### src/ckt_pkg.sv
// Shared types and constants for the coordinate keyed table.
// Holds the table size, operation and result codes, and the command and
// status structs that join the controller to the datapath.
package ckt_pkg;

  localparam int CAPACITY = 8;
  localparam int IDX_W    = (CAPACITY > 1) ? $clog2(CAPACITY) : 1;
  localparam int CNT_W    = $clog2(CAPACITY + 1);
  localparam int KEY_W    = 16;
  localparam int MARKS_W  = 32;
  localparam int ENTRY_W  = KEY_W + MARKS_W;
  localparam int MODE_W   = 3;
  localparam int STAT_W   = 2;
  localparam int COUNT_W  = 4;
  localparam int IN_W     = 56;
  localparam int OUT_W    = 40;

  localparam logic [MODE_W-1:0] MODE_INSERT     = 3'd0;
  localparam logic [MODE_W-1:0] MODE_LOOKUP     = 3'd1;
  localparam logic [MODE_W-1:0] MODE_NEWEST     = 3'd2;
  localparam logic [MODE_W-1:0] MODE_DEL_KEY    = 3'd3;
  localparam logic [MODE_W-1:0] MODE_DEL_NEWEST = 3'd4;

  localparam logic [STAT_W-1:0] STAT_OK      = 2'd0;
  localparam logic [STAT_W-1:0] STAT_FULL    = 2'd1;
  localparam logic [STAT_W-1:0] STAT_MISSING = 2'd2;
  localparam logic [STAT_W-1:0] STAT_EMPTY   = 2'd3;

  typedef enum logic [1:0] {
    RD_IDX,
    RD_NEXT,
    RD_NEWEST
  } rd_sel_t;

  typedef enum logic [1:0] {
    WR_UPDATE,
    WR_APPEND,
    WR_SHIFT
  } wr_sel_t;

  typedef struct packed {
    logic              load_item;
    logic              rd_en;
    rd_sel_t           rd_sel;
    logic              wr_en;
    wr_sel_t           wr_sel;
    logic              idx_inc;
    logic              cnt_inc;
    logic              cnt_dec;
    logic              res_set;
    logic              res_hit;
    logic [STAT_W-1:0] res_status;
    logic              out_load;
  } cmd_t;

  typedef struct packed {
    logic [MODE_W-1:0] mode;
    logic              cnt_zero;
    logic              cnt_full;
    logic              idx_last;
    logic              key_match;
    logic              out_busy;
  } sts_t;

endpackage

### src/ckt_ram.sv
// Generic single write port, single read port RAM with registered read data.
// Stands alone; width and depth come from its parameters.
module ckt_ram #(
  parameter int WIDTH = 8,
  parameter int DEPTH = 8
) (
  input  logic                                    clk,
  input  logic                                    we,
  input  logic [((DEPTH > 1) ? $clog2(DEPTH) : 1)-1:0] waddr,
  input  logic [WIDTH-1:0]                        wdata,
  input  logic                                    re,
  input  logic [((DEPTH > 1) ? $clog2(DEPTH) : 1)-1:0] raddr,
  output logic [WIDTH-1:0]                        rdata
);

  logic [WIDTH-1:0] mem [DEPTH];

  always_ff @(posedge clk) begin
    if (we) begin
      mem[waddr] <= wdata;
    end
    if (re) begin
      rdata <= mem[raddr];
    end
  end

endmodule

### src/ckt_datapath.sv
// Datapath of the coordinate keyed table: captured item, entry RAM, walk
// index, entry count, result flags and the output register.
// Depends on ckt_pkg and ckt_ram.
module ckt_datapath
  import ckt_pkg::*;
(
  input  logic                clk,
  input  logic                rst_n,
  input  cmd_t                cmd,
  output sts_t                sts,
  input  logic [MODE_W-1:0]   in_mode,
  input  logic [KEY_W-1:0]    in_key,
  input  logic [MARKS_W-1:0]  in_marks,
  input  logic                out_ready,
  output logic                out_valid,
  output logic                out_found,
  output logic [MARKS_W-1:0]  out_marks,
  output logic [STAT_W-1:0]   out_status,
  output logic [COUNT_W-1:0]  out_count
);

  logic [MODE_W-1:0]  mode_r;
  logic [KEY_W-1:0]   key_r;
  logic [MARKS_W-1:0] marks_r;
  logic [IDX_W-1:0]   idx_r, idx_nxt;
  logic [CNT_W-1:0]   count_r, count_nxt;
  logic               res_hit_r;
  logic [STAT_W-1:0]  res_status_r;
  logic               out_valid_r, out_valid_nxt;
  logic               out_found_r;
  logic [MARKS_W-1:0] out_marks_r;
  logic [STAT_W-1:0]  out_status_r;
  logic [COUNT_W-1:0] out_count_r;

  logic [IDX_W-1:0]   raddr;
  logic [IDX_W-1:0]   waddr;
  logic [ENTRY_W-1:0] wdata;
  logic [ENTRY_W-1:0] rdata;

  always_comb begin
    case (cmd.rd_sel)
      RD_IDX:    raddr = idx_r;
      RD_NEXT:   raddr = IDX_W'(idx_r + IDX_W'(1));
      RD_NEWEST: raddr = IDX_W'(count_r - CNT_W'(1));
      default:   raddr = idx_r;
    endcase
  end

  always_comb begin
    case (cmd.wr_sel)
      WR_UPDATE: begin
        waddr = idx_r;
        wdata = {marks_r, key_r};
      end
      WR_APPEND: begin
        waddr = IDX_W'(count_r);
        wdata = {marks_r, key_r};
      end
      WR_SHIFT: begin
        waddr = idx_r;
        wdata = rdata;
      end
      default: begin
        waddr = idx_r;
        wdata = {marks_r, key_r};
      end
    endcase
  end

  ckt_ram #(
    .WIDTH (ENTRY_W),
    .DEPTH (CAPACITY)
  ) u_entries (
    .clk   (clk),
    .we    (cmd.wr_en),
    .waddr (waddr),
    .wdata (wdata),
    .re    (cmd.rd_en),
    .raddr (raddr),
    .rdata (rdata)
  );

  always_comb begin
    idx_nxt = idx_r;
    if (cmd.load_item) begin
      idx_nxt = '0;
    end else if (cmd.idx_inc) begin
      idx_nxt = IDX_W'(idx_r + IDX_W'(1));
    end
    count_nxt = count_r;
    if (cmd.cnt_inc) begin
      count_nxt = CNT_W'(count_r + CNT_W'(1));
    end else if (cmd.cnt_dec) begin
      count_nxt = CNT_W'(count_r - CNT_W'(1));
    end
    out_valid_nxt = out_valid_r;
    if (cmd.out_load) begin
      out_valid_nxt = 1'b1;
    end else if (out_ready) begin
      out_valid_nxt = 1'b0;
    end
  end

  always_ff @(posedge clk) begin
    if (!rst_n) begin
      count_r     <= '0;
      out_valid_r <= 1'b0;
    end else begin
      count_r     <= count_nxt;
      out_valid_r <= out_valid_nxt;
    end
  end

  always_ff @(posedge clk) begin
    idx_r <= idx_nxt;
    if (cmd.load_item) begin
      mode_r  <= in_mode;
      key_r   <= in_key;
      marks_r <= in_marks;
    end
    if (cmd.res_set) begin
      res_hit_r    <= cmd.res_hit;
      res_status_r <= cmd.res_status;
    end
    if (cmd.out_load) begin
      out_found_r  <= res_hit_r;
      out_marks_r  <= res_hit_r ? rdata[ENTRY_W-1:KEY_W] : '0;
      out_status_r <= res_status_r;
      out_count_r  <= COUNT_W'(count_r);
    end
  end

  assign sts.mode      = mode_r;
  assign sts.cnt_zero  = (count_r == '0);
  assign sts.cnt_full  = (count_r == CNT_W'(CAPACITY));
  assign sts.idx_last  = ((CNT_W'(idx_r) + CNT_W'(1)) == count_r);
  assign sts.key_match = (rdata[KEY_W-1:0] == key_r);
  assign sts.out_busy  = out_valid_r && !out_ready;

  assign out_valid  = out_valid_r;
  assign out_found  = out_found_r;
  assign out_marks  = out_marks_r;
  assign out_status = out_status_r;
  assign out_count  = out_count_r;

endmodule

### src/ckt_ctrl.sv
// Controller of the coordinate keyed table: walks the entries for a key,
// drives updates, appends and the shift that closes a gap after a delete.
// Depends on ckt_pkg; talks to ckt_datapath through cmd_t and sts_t.
module ckt_ctrl
  import ckt_pkg::*;
(
  input  logic clk,
  input  logic rst_n,
  input  logic in_valid,
  output logic in_ready,
  input  sts_t sts,
  output cmd_t cmd
);

  typedef enum logic [2:0] {
    S_IDLE,
    S_DECODE,
    S_SCAN,
    S_SHIFT_CHK,
    S_SHIFT_WR,
    S_RESULT
  } state_t;

  state_t state_r, state_nxt;

  always_comb begin
    logic miss;
    miss      = 1'b0;
    cmd       = '0;
    state_nxt = state_r;
    case (state_r)
      S_IDLE: begin
        if (in_valid) begin
          cmd.load_item = 1'b1;
          state_nxt     = S_DECODE;
        end
      end
      S_DECODE: begin
        case (sts.mode)
          MODE_INSERT, MODE_LOOKUP, MODE_DEL_KEY: begin
            if (sts.cnt_zero) begin
              miss = 1'b1;
            end else begin
              cmd.rd_en  = 1'b1;
              cmd.rd_sel = RD_IDX;
              state_nxt  = S_SCAN;
            end
          end
          MODE_NEWEST: begin
            cmd.res_set = 1'b1;
            if (sts.cnt_zero) begin
              cmd.res_status = STAT_EMPTY;
            end else begin
              cmd.rd_en      = 1'b1;
              cmd.rd_sel     = RD_NEWEST;
              cmd.res_hit    = 1'b1;
              cmd.res_status = STAT_OK;
            end
            state_nxt = S_RESULT;
          end
          MODE_DEL_NEWEST: begin
            cmd.res_set = 1'b1;
            if (sts.cnt_zero) begin
              cmd.res_status = STAT_EMPTY;
            end else begin
              cmd.cnt_dec    = 1'b1;
              cmd.res_status = STAT_OK;
            end
            state_nxt = S_RESULT;
          end
          default: begin
            cmd.res_set    = 1'b1;
            cmd.res_status = STAT_OK;
            state_nxt      = S_RESULT;
          end
        endcase
      end
      S_SCAN: begin
        if (sts.key_match) begin
          case (sts.mode)
            MODE_INSERT: begin
              cmd.wr_en      = 1'b1;
              cmd.wr_sel     = WR_UPDATE;
              cmd.res_set    = 1'b1;
              cmd.res_status = STAT_OK;
              state_nxt      = S_RESULT;
            end
            MODE_LOOKUP: begin
              cmd.res_set    = 1'b1;
              cmd.res_hit    = 1'b1;
              cmd.res_status = STAT_OK;
              state_nxt      = S_RESULT;
            end
            default: begin
              state_nxt = S_SHIFT_CHK;
            end
          endcase
        end else if (sts.idx_last) begin
          miss = 1'b1;
        end else begin
          cmd.rd_en   = 1'b1;
          cmd.rd_sel  = RD_NEXT;
          cmd.idx_inc = 1'b1;
        end
      end
      S_SHIFT_CHK: begin
        if (sts.idx_last) begin
          cmd.cnt_dec    = 1'b1;
          cmd.res_set    = 1'b1;
          cmd.res_status = STAT_OK;
          state_nxt      = S_RESULT;
        end else begin
          cmd.rd_en  = 1'b1;
          cmd.rd_sel = RD_NEXT;
          state_nxt  = S_SHIFT_WR;
        end
      end
      S_SHIFT_WR: begin
        cmd.wr_en   = 1'b1;
        cmd.wr_sel  = WR_SHIFT;
        cmd.idx_inc = 1'b1;
        state_nxt   = S_SHIFT_CHK;
      end
      S_RESULT: begin
        if (!sts.out_busy) begin
          cmd.out_load = 1'b1;
          state_nxt    = S_IDLE;
        end
      end
      default: begin
        state_nxt = S_IDLE;
      end
    endcase

    // The key is absent: an insert appends when there is room.
    if (miss) begin
      cmd.res_set = 1'b1;
      state_nxt   = S_RESULT;
      if (sts.mode == MODE_INSERT) begin
        if (sts.cnt_full) begin
          cmd.res_status = STAT_FULL;
        end else begin
          cmd.wr_en      = 1'b1;
          cmd.wr_sel     = WR_APPEND;
          cmd.cnt_inc    = 1'b1;
          cmd.res_status = STAT_OK;
        end
      end else begin
        cmd.res_status = STAT_MISSING;
      end
    end
  end

  always_ff @(posedge clk) begin
    if (!rst_n) begin
      state_r <= S_IDLE;
    end else begin
      state_r <= state_nxt;
    end
  end

  assign in_ready = rst_n && (state_r == S_IDLE);

endmodule

### src/coordinate_keyed_table_top.sv
// Top level of the coordinate keyed table: stream ports, controller and
// datapath. Depends on ckt_pkg, ckt_ctrl, ckt_datapath and ckt_ram.
//
// The table holds up to CAPACITY entries in insertion order, each a signed
// (x,y) key with four 8-bit marks, and handles one operation per input beat
// with exactly one result beat. Items are taken one at a time. The entries
// sit in a RAM with one read and one write port that is walked one entry per
// cycle: an item is taken in the idle state and decoded; an insert, lookup or
// delete by key then compares entries until the key is found or the walk ends,
// and a delete by key moves each later entry down one place. A finished result
// waits in an output register, so a stalled result port holds the next item
// only in its result state.
module coordinate_keyed_table_top
  import ckt_pkg::*;
(
  input  logic             clk,
  input  logic             rst_n,
  input  logic             in_tvalid,
  output logic             in_tready,
  // mode[2:0], key_x[10:3], key_y[18:11], mark_north[26:19],
  // mark_east[34:27], mark_south[42:35], mark_west[50:43], zeros above.
  input  logic [IN_W-1:0]  in_tdata,
  output logic             out_tvalid,
  input  logic             out_tready,
  // found[0], out_north[8:1], out_east[16:9], out_south[24:17],
  // out_west[32:25], status[34:33], entry_count[38:35], zero at 39.
  output logic [OUT_W-1:0] out_tdata
);

  cmd_t               cmd;
  sts_t               sts;
  logic [KEY_W-1:0]   in_key;
  logic [MARKS_W-1:0] in_marks;
  logic               res_found;
  logic [MARKS_W-1:0] res_marks;
  logic [STAT_W-1:0]  res_status;
  logic [COUNT_W-1:0] res_count;

  // Key is x over y; marks are north in the low byte up to west on top.
  assign in_key   = {in_tdata[10:3], in_tdata[18:11]};
  assign in_marks = in_tdata[50:19];

  ckt_ctrl u_ctrl (
    .clk      (clk),
    .rst_n    (rst_n),
    .in_valid (in_tvalid),
    .in_ready (in_tready),
    .sts      (sts),
    .cmd      (cmd)
  );

  ckt_datapath u_dp (
    .clk        (clk),
    .rst_n      (rst_n),
    .cmd        (cmd),
    .sts        (sts),
    .in_mode    (in_tdata[2:0]),
    .in_key     (in_key),
    .in_marks   (in_marks),
    .out_ready  (out_tready),
    .out_valid  (out_tvalid),
    .out_found  (res_found),
    .out_marks  (res_marks),
    .out_status (res_status),
    .out_count  (res_count)
  );

  assign out_tdata = {1'b0, res_count, res_status, res_marks, res_found};

endmodule
### config.mk
export PLATFORM = sky130hd
export DESIGN_NAME = coordinate_keyed_table_top
export DESIGN_NICKNAME = d
export VERILOG_FILES = /design/src/ckt_pkg.sv /design/src/ckt_ram.sv /design/src/ckt_datapath.sv /design/src/ckt_ctrl.sv /design/src/coordinate_keyed_table_top.sv
export SDC_FILE = /design/constraint.sdc
export NUM_CORES = 1
export LEC_CHECK = 0
export ABC_CLOCK_PERIOD_IN_PS = 5500
export BUFFER_PORTS_ARGS = -buffer_cell sky130_fd_sc_hd__buf_2
export CORE_UTILIZATION = 35
export CTS_BUF_LIST = sky130_fd_sc_hd__clkbuf_2
export CTS_CLUSTER_DIAMETER = 100
export CTS_CLUSTER_SIZE = 14
export DETAILED_ROUTE_END_ITERATION = 7
export HOLD_SLACK_MARGIN = 0.08
export SYNTH_ARGS = -nofsm -noshare
export SYNTH_HDL_FRONTEND = slang
export SYNTH_SLANG_ARGS = --single-unit
export TNS_END_PERCENT = 20
### constraint.sdc
create_clock -name clk -period 5.5 [get_ports clk]
set_input_delay 1.1 -clock clk [delete_from_list [all_inputs] [get_ports clk]]
set_output_delay 1.1 -clock clk [all_outputs]
set_load 0.05 [all_outputs]
; ---- After elaboration in Yosys (flattened, before gate mapping)
; Memory sizes are Yosys's and may differ from the RTL's. A register that Yosys moved wholly into a read port is not among the register bits.
; Index checks and enable logic that the tools add are counted.
[totals]
ff_bits = 104
ramBits = 384
output_inout_bits = 42
elab_cells = 120
memories = 1
[memory_table]
columns = memory, depth, word_bits, read_ports, rd_clocked_by_memory_dff, write_ports, line
row1 = u_dp.u_entries.mem, 8, 48, 1, 1, 1, ckt_ram.sv:16  ; logic [WIDTH-1:0] mem [DEPTH];
[classes]
add_sub_neg = 4
eq_ne = 24
n_mux = 62
bitwise_logic = 1
reduce_logical = 14
[op_table]
columns = op, n
row1 = 3-bit two-way mux, 17
row2 = 48-bit two-way mux, 1
row3 = 1-bit two-way mux, 26
row4 = 3-bit case mux with 6 select lines, 1
row5 = 16-bit == test, 1
row6 = 3-bit by 2-bit == test with 1-bit output (second input constant), 4
row7 = 4-bit two-way mux, 3
row8 = 3-bit case mux with 2 select lines, 2
row9 = 2-bit two-way mux, 5
row10 = 3-bit == test (second input constant), 3
row11 = 3-bit case mux with 3 select lines, 1
row12 = 4-bit case mux with 2 select lines, 1
row13 = 4-bit AND reduction, 2
row14 = 3-bit by 1-bit == test with 1-bit output (second input constant), 2
row15 = 3-bit logical NOT, 2
row16 = 2-bit != test (second input constant), 3
row17 = 3-bit by 2-bit != test with 1-bit output (second input constant), 2
row18 = 3-bit != test (second input constant), 2
row19 = 1-bit case mux with 2 select lines, 3
row20 = 2-bit OR reduction, 3
row21 = 3-bit by 1-bit adder with 4-bit output (second input constant), 1
row22 = 4-bit by 1-bit adder with 4-bit output (second input constant), 1
row23 = 2-bit by 1-bit == test with 1-bit output (second input constant), 2
row24 = 2-bit == test (second input constant), 2
row25 = 13 further kinds, 15

; ---- Logic depth before layout (Yosys ltp)
; Gate-level depths: netlist (run 1).
[logic_depth]
depth_word = 10
mapped_depth = 15
ltp_nobuf = 12

; ---- Cells and area by module
; From an unflattened synthesis (run 1), not the netlist that was laid out.
[hier_totals]
hier_cells = 978
hier_area_um2 = 21127.8
[by_module_without_submodules]
columns = mod, instances, cells_each, area_per_inst_um2, seq_area_each_um2
row1 = ckt_ram, 1, 616, 16100.4, 12972.4
row2 = ckt_datapath, 1, 280, 4454.3, 2952.8
row3 = ckt_ctrl, 1, 79, 554.3, 60.1
row4 = coordinate_keyed_table_top, 1, 3, 18.8, 0.0

; ---- Worst setup path after synthesis (run 1)
; OpenSTA, ideal clock, no wires.
[synth_path]
path_type = reg2reg
from = reg u_dp.count_r[1]
to = reg u_dp.u_entries.rdata[0] (read register of u_dp.u_entries.mem), enable pin
setup_ns = 0.520
t_arrival_ns = 4.514
required_ns = 4.980
setup_slack_ns = 0.466
stages_incl_launch_ff = 7
path_buffers = 1
period_less_slack_ns = 5.034
cell_sequence = dfxtp_1 -> clkbuf_1 -> inv_1 -> ha_1 -> nand2b_1 -> o21bai_1 -> o21ai_0
[synth_rtl]
columns = item, line
row1 = "start, declared", ckt_datapath.sv:26  ; logic [CNT_W-1:0] count_r, count_nxt;
row2 = "start signal, assigned", ckt_datapath.sv:109  ; count_r <= count_nxt;
row3 = "end, declared", ckt_ram.sv:13  ; output logic [WIDTH-1:0] rdata

; ---- Worst setup path after layout (run 1)
[layout_path]
from = reg u_dp.idx_r[1]
to = reg u_dp.u_entries.rdata[26] (read register of u_dp.u_entries.mem) (data pin)
[layout_between]
elab_chain_cells = 7
elab_cells_between_ends = 9
cone_classes = add/sub (2) / eq/ne (3) / mux (4)
[layout_rtl]
columns = item, line
row1 = "start, declared", ckt_datapath.sv:25  ; logic [IDX_W-1:0] idx_r, idx_nxt;
row2 = "start signal, assigned", ckt_datapath.sv:115  ; idx_r <= idx_nxt;
row3 = 3-bit by 1-bit adder with 4-bit output, ckt_datapath.sv:136  ; assign sts.idx_last = ((CNT_W'(idx_r) + CNT_W'(1)) == count_r);
row4 = 4-bit == test, ckt_datapath.sv:136
row5 = 3-bit two-way mux, "ckt_ctrl.sv:98, ckt_ctrl.sv:107"
row6 = 3-bit two-way mux, ckt_ctrl.sv:79  ; if (sts.key_match) begin
row7 = 3-bit case mux with 3 select lines, ckt_ctrl.sv:31  ; case (state_r)
row8 = 2-bit == test / 2-bit by 1-bit == test with 1-bit output (equally long branches), ckt_datapath.sv:41  ; case (cmd.rd_sel)
row9 = 3-bit case mux with 2 select lines, ckt_datapath.sv:41
; Parallel ways exist; a longest one is shown, timed or not.
; A chain may end at the register's enable or synchronous reset.

==> results.md, run 1 <==
- Initial antenna violation count: 1
- Largest net degree at the start of global routing: just under 100
- Crit path DAT: 5470 ps
- Setup TNS: 0 ps
- Post-Layout Inst Area: 22,950 um2
- Multi-input gate area: around 4600 um2
- Clock sink count: 536
- Global-route wire length before repair: 61,080 um
- Total gr overflow: 0
- Port-buffer cells: 95
- Final period util: 84.60%
- Post-DP Area: approximately 22,000 um2
- Pre-antenna DRT Iters: 4
- Synth warn: 0
- Syn Area/Cell: 21.27 um2
- Main synth FF type: edfxtp_1
- Sequential cell area fraction in the yosys report: around three quarters
- CP required: 6320 ps
- Layout Cells excl Fill: around 1,900
- CTS clk-pin slew, worst paths: roughly 300 ps
- Nets: 1,184
- Placed wire-length estimate: 21,680 um
- Placed insts: 1,809
- Syn Std Cell Area: ~21,000 um2
- Mapped Nets: 1,041
- Area grow syn2layout: 10.52%
- Vias per cell: about 5
- Postcts setup bufs: 0
- FILL cells: 5,268
- RSZ-0062 raised after global routing: false
- CTS root buf: clkbuf_2
- Hold Crit Class: in2reg
- Final hold violation count: 0
- Initial core utilization: 35.72%
- Fin Clk Skew: 78.23 ps
- Layout cell share with drive strength beyond 1: ~34%
- Post-route minimum period: 4653 ps
- H-tree depth: 2
- CP peak stage delay: around 570 ps
- Rows: 88
- Longest Clk Path Bufs: 3
- Worst Setup Path Type: reg2reg
- Skew-Pair Late Insertion Delay: 1060 ps
- Placer's final routability congestion estimate: between 0.7 and 0.8
- Vias: 9,552
- Die Area: slightly above 60,000 um2
- Die Ht: between 200 and 250 um
- Status: completed
- Fin util: between 30% and 40%
- Mapped Cells: 976
- Number of CTS-inserted buffers: between 40 and 50
- Netlist cell types: 51
- Critical Path, Cell by Cell: ha_1 > xor2_2 > or4b_4 > a31oi_4 > inv_1 > o211ai_1 > inv_1 > ha_1 > a221oi_1 > a21o_4 > buf_12 > mux4_2 > mux2_2
- Pwr per Cell Area: approximately 470 nW/um2
- Number of flops mapped to enable cells by yosys: around 530
- Initial DRC Count: 671
- Startpoint class of the critical path: flop
- Fmax: ~210 MHz
- Vias in the first global route: about 9,800
- CTS tree: yes
- Total Wirelength: between 40,000 and 50,000 um
- Slew Limit Fails: 0
- Die Wd: approximately 250 um
- # Max-Cap Violations: 0
- Max FO, Critical Path: 52
- Post-synthesis async set-or-reset flop share: 0%
- Tightest Pin Transition: ~1000 ps
- ANT nets after route: 0
- Leakage: 7.201 nW
- Fin worst setup slack: 847.0 ps
- Critical path endpoint category: flop
- Yosys reg bits: 536
- Core area: 58,140 um2
- Slew Limit Headroom: between 30% and 40%
- Gr usage total: a little over an eighth
- Total I/O pin count: ~100
- Reg area: 15,990 um2
- Peak supply drop: 0.4919 mV
- Drt wl/cell: 21.53 um
- Final setup vio count: 0
- Placement Setup Slack: ~900 ps
- DRC viols: 0
- CP max stage cell: mux4_2
==> final timing paths <==
check	start	to	slack, ps	depth (start not counted)
worst max register to register	u_dp.idx_r[1]	u_dp.u_entries.rdata[26]	850	13
worst min register to register	u_dp.res_status_r[1]	u_dp.out_status[1]	460	0
worst min-delay path	in_tdata[45]	u_dp.marks_r[26]	230	1
worst max-delay path	u_dp.idx_r[1]	u_dp.u_entries.rdata[26]	850	13
==> worst max-delay path: cells and delay by family (launching register included) <==
kind                       cells  cell delay, ps
xor gates and xnor gates       1             180
adders and majority gates      2             710
AOI/OAI and AO/OA              4            1010
and+or+nand+nor                1             490
DFF                            1             530
buffers and inverters          3             600
muxes                          2             850
==> timing repair <==
action                                 in CTS  in global routing
hold buffers                               29                  0
resized for setup                           0                  0
endpoints found under the hold margin      29                  0
==> cell usage in the layout, fill, tap and decap left out, types with 3 or more instances in the layout <==
master	netlist	layout
or3_1	3	3
dlygate4sd3_1	0	29
clkbuf_2	0	62
nand2_1	16	16
nor4_1	7	7
mux2_2	96	96
inv_1	12	12
and2_1	37	36
nor2b_1	3	3
ha_1	5	5
a21oi_1	7	7
xor2_1	19	19
o21ai_0	10	9
xnor2_1	3	3
buf_4	6	14
nand3b_1	3	3
a2bb2oi_1	4	4
nand2b_1	4	4
edfxtp_1	525	525
buf_2	9	95
mux4_2	96	96
a31oi_1	6	6
buf_12	0	5
nor2_4	0	9
nor3_1	5	5
mux2i_1	5	5
nor2_1	23	14
dfxtp_1	11	11
==> routing by layer <==
layer,GRT usage (%),vias up,wire [um]
li1,-,4236,-
met1,18.75,5056,18610
met2,22.41,204,19710
met3,2.314,56,1835
met4,4.220,0,819
met5,0,-,0
==> report_power, final <==
| group | internal (mW) | switching [mW] |
|---|---|---|
| clock network | 0.335 | 1.22 |
| logic | 1.55 | 1.83 |
| registers | 5.50 | 0.252 |
==> cells in the mapped netlist, drive strengths merged, types with 7 or more instances <==
| library cell | n | area [um2] |
|---|---|---|
| edfxtp | 525 | 15770 |
| mux2 | 96 | 1081 |
| mux4 | 96 | 2162 |
| and2 | 37 | 231.5 |
| clkbuf | 30 | 112.6 |
| nor2 | 23 | 86.33 |
| xor2 | 20 | 182.7 |
| buf | 16 | 101.3 |
| nand2 | 16 | 60.06 |
| inv | 12 | 45.04 |
| dfxtp | 11 | 220.2 |
| o21ai | 11 | 55.05 |
| a21oi | 7 | 35.03 |
| a31oi | 7 | 58.81 |
| nor4 | 7 | 43.79 |
==> logic make-up after synthesis <==
logic type                 Yosys count  synth area share (%)
AOI/OAI and AO/OA                   45                 1.591
xor gates and xnor gates            23                 1.006
adders and majority gates            5                0.3013
buffers and inverters               58                 1.247
DFF                                536                 76.99
muxes                              197                 15.86
other                                1               0.01806
and+or+nand+nor                    111                 2.989
==> area by class of cell <==
class | count | area share [%]
Sequential cell | 536 | 69.66
Multi-Input combinational cell | 382 | 20.21
Timing Repair Buffer | 143 | 4.231
Tap cell | 765 | 4.171
Clock buffer | 62 | 1.352
Inverter | 12 | 0.1963
Clock inverter | 2 | 0.1636
Antenna cell | 1 | 0.01091
==> state kept, by name (all words and copies together), names as in the netlist, 3 cells and up <==
name	count
u_ctrl.state_r	3
u_dp.count_r	4
u_dp.idx_r	3
u_dp.key_r	16
u_dp.marks_r	32
u_dp.mode_r	3
u_dp.out_count	4
u_dp.out_marks	32
u_dp.u_entries.mem	384
u_dp.u_entries.rdata	48
==> metrics by stage <==
stage          power [mW]  hold slack (ps)
6_report            10.68            226.7
5_1_grt             11.26            95.01
4_1_cts             10.87            81.90
3_5_place_dp        9.298            407.1
3_3_place_gp        9.221            404.6
2_1_floorplan       8.357            400.3
Note: power is estimated with default switching activity, not from simulation.
==> run 2, diff against run 1 <==
--- a/config.mk
+++ b/config.mk
@@ -5,7 +5,7 @@
 export SDC_FILE = /design/constraint.sdc
 export NUM_CORES = 1
 export LEC_CHECK = 0
-export ABC_CLOCK_PERIOD_IN_PS = 5500
+export ABC_CLOCK_PERIOD_IN_PS = 3800
 export BUFFER_PORTS_ARGS = -buffer_cell sky130_fd_sc_hd__buf_2
 export CORE_UTILIZATION = 35
 export CTS_BUF_LIST = sky130_fd_sc_hd__clkbuf_2
==> constraint.sdc (replaced) <==
create_clock -name clk -period 3.8 [get_ports clk]
set_input_delay 0.76 -clock clk [delete_from_list [all_inputs] [get_ports clk]]
set_output_delay 0.76 -clock clk [all_outputs]
set_load 0.05 [all_outputs]
==> run 2 against run 1 <==
Compared with the run above:
- the flow now finishes with violations (negative setup slack)
- register-to-register slack worse by 860 ps
- non-clock buffer count is 81 higher
- setup slack worse by 860 ps
- flip-flop and latch count unchanged
- clock skew is 45 ps higher
- clock power rose by 45%
- via count up 3.5%
- critical endpoint is now u_dp.u_entries.rdata[18]
- largest cell class unchanged
- largest power group unchanged
==> results.md, run 2 (same netlist as run 1, synthesis figures left out) <==
- Status: finished with violations
- Failing checks: negative setup slack
- Post-Layout Inst Area: 24,020 um2
- Port-buffer cells: 95
- Layout Cells excl Fill: roughly 2,000
- Delay-heaviest family, CP: buffers and inverters
- Global-route wire length before repair: ~65,000 um
- H-tree depth: 2
- Crit path DAT: 4660 ps
- Die Wd: 245.6 um
- Placed wire-length estimate: 23,430 um
- Multi-input gate area: 4700 um2
- Pwr per Cell Area: approximately 680 nW/um2
- Critical Path, Cell by Cell: xor2_1 > nor4_2 > buf_4 > nand4_1 > buf_4 > o211ai_1 > buf_4 > buf_4 > ha_2 > a221oi_4 > a21o_4 > buf_4 > bufbuf_16 > mux4_2 > mux2_2
- Initial core utilization: 35.72%
- Vias per cell: 4.981
- Reg-to-reg slack, setup: -10 ps
- Slew Limit Headroom: 33.48%
- Fmax: 262.3 MHz
- RR Endpoint: u_dp.u_entries.rdata[18]
- ANT nets after route: 0
- Biggest register: u_dp.u_entries.mem
- # Max-Cap Violations: 0
- DRC viols: 0
- Hold Crit Class: in2reg
- Layout cell share with drive strength beyond 1: 37.30%
- Vias: 9,883
- Hold slack: approximately 390 ps
- Peak supply drop: between 0.5 and 0.6 mV
- Reg area: 15,990 um2
- Longest Clk Path Bufs: 3
- Die Ht: 245.6 um
- Number of CTS-inserted buffers: 44
- Clock sink count: 536
- Slew Limit Fails: 0
- Fin Clk Skew: 123.1 ps
- Gr usage total: ~15%
- Total I/O pin count: 102
- Largest register FFs: 384
- FF-to-FF Start: u_dp.u_entries.rdata[9]
- Pre-antenna DRT Iters: 4
- Nets: 1,265
- Total gr overflow: 0
- Total Wirelength: 42,880 um
- Commonest cells after routing, fill and taps aside: 525 x edfxtp_1, 96 x mux4_2, 95 x buf_2
- Initial antenna violation count: 3
- Vias in the first global route: 10,360
- Drt wl/cell: 21.61 um
- Worst Setup Path Type: reg2reg
- CTS root buf: clkbuf_2
- Area grow syn2layout: 15.67%
- Initial DRC Count: 857
- Reg2reg path depth: 15
- Largest regs: u_dp.u_entries.mem x384, u_dp.u_entries.rdata x48
- Leakage: 7.709 nW
- Post-route minimum period: around 3800 ps
- Hold_sp: in_tdata[50]
- CTS clk-pin slew, worst paths: 270 ps
- Critical path endpoint category: flop
- Largest net degree at the start of global routing: 55
- FILL cells: 5,143
- Die Area: ~60,000 um2
- RSZ-0062 raised after global routing: true
- Fin worst setup slack: -13.16 ps
- CP peak stage delay: 470 ps
- Hold EP: u_dp.marks_r[31]
- CP required: about 4700 ps
- Post-DP Area: 22,900 um2
- Crit path top cell by count: buf_4
- Skew-Pair Late Insertion Delay: ~1100 ps
- Final setup vio count: 4
- Placed insts: ~1,900
- Placement Setup Slack: -204.9 ps
- Final hold violation count: 0
- Commonest non-fill, non-tap cell in the layout: edfxtp_1
- CTS tree: yes
- CP Buf/Inv Count: 6
- CP max stage cell: edfxtp_1
- Hold depth: 2
- Final period util: 100.3%
- Max FO, Critical Path: 6
- Startpoint class of the critical path: flop
- Core area: approximately 58,000 um2
- Rows: ~90
- Placer's final routability congestion estimate: approximately 0.77
- Tightest Pin Transition: ~1000 ps
==> run 2: changes by cell type in the layout (fill, tap and decap cells not counted), moves of 2 or more <==
cell | previous run | this run
ha_2 | 0 | 2
mux2_4 | 0 | 2
ha_1 | 5 | 2
buf_4 | 14 | 45
buf_16 | 0 | 2
buf_12 | 5 | 25
clkbuf_2 | 62 | 60
nor4_2 | 0 | 3
mux2_2 | 96 | 94
nor4_1 | 7 | 4
dlygate4sd3_1 | 29 | 54
==> run 2: per-layer routing <==
layer	GRT usage [%]	wire length (um)	vias to the layer above
met5	0	13	-
met1	20.35	19550	5221
met4	3.215	619	2
met3	2.423	1852	52
li1	-	-	4402
met2	23.74	20840	206
==> run 2: final cells by class <==
cell class	count	area share, %
clock inverters	3	0.1875
repair buffers	224	8.237
diodes	2	0.02084
well taps	765	3.985
inverters	12	0.1875
multi-input cells	382	19.57
flip-flops and latches	536	66.56
clock buffers	60	1.250
==> run 2: how the worst max path moves through the flow <==
stage / startpoint / cells after the start / to / slack, ps
2_1_floorplan: u_dp.idx_r[1] / 8 / u_dp.u_entries.mem[7][0] / -920
3_3_place_gp: u_dp.key_r[3] / 12 / u_dp.u_entries.rdata[21] / -160
3_5_place_dp: u_dp.key_r[3] / 12 / u_dp.u_entries.rdata[19] / -200
4_1_cts: u_dp.key_r[15] / 15 / u_dp.u_entries.rdata[4] / -90
5_1_grt: u_dp.u_entries.rdata[9] / 14 / u_dp.u_entries.rdata[20] / -220
6_report: u_dp.u_entries.rdata[9] / 15 / u_dp.u_entries.rdata[18] / -10
==> run 2: stage by stage <==
stage	utilization, %	setup TNS (ps)	total power, mW
floorplan	-	-365870	12.09
global placement	39.39	-5528	13.87
detailed placement	39.39	-7545	13.99
CTS	41.26	-1714	16.62
global route	41.31	-8075	17.30
finish	41.31	-27.91	16.39
==> run 2: report_power, final <==
part           switching (mW)  internal (mW)  leakage, nW
Combinational            2.99           2.94         2.58
Clock                    1.77          0.481        0.274
Sequential              0.267           7.95         4.85
==> run 2: worst reg2reg max path: cells and delay by family, from the launching register on <==
family | cells | cell delay, ps
adder cells (fa/ha/maj) | 1 | 220
AO/OA/AOI/OAI | 3 | 500
AND/OR/NAND/NOR | 2 | 480
XOR/XNOR | 1 | 180
flip-flops | 1 | 470
multiplexers | 2 | 690
buffers and inverters | 6 | 1060
==> run 2: repair_timing <==
action | in CTS | in global routing
resized for setup | 15 | 5
buffers inserted | 7 | 0
hold buffers | 54 | 0
cloned | 2 | 1
endpoints found under the setup margin | 48 | 48
pin swaps | 5 | 3
hold endpoints to repair | 59 | 0
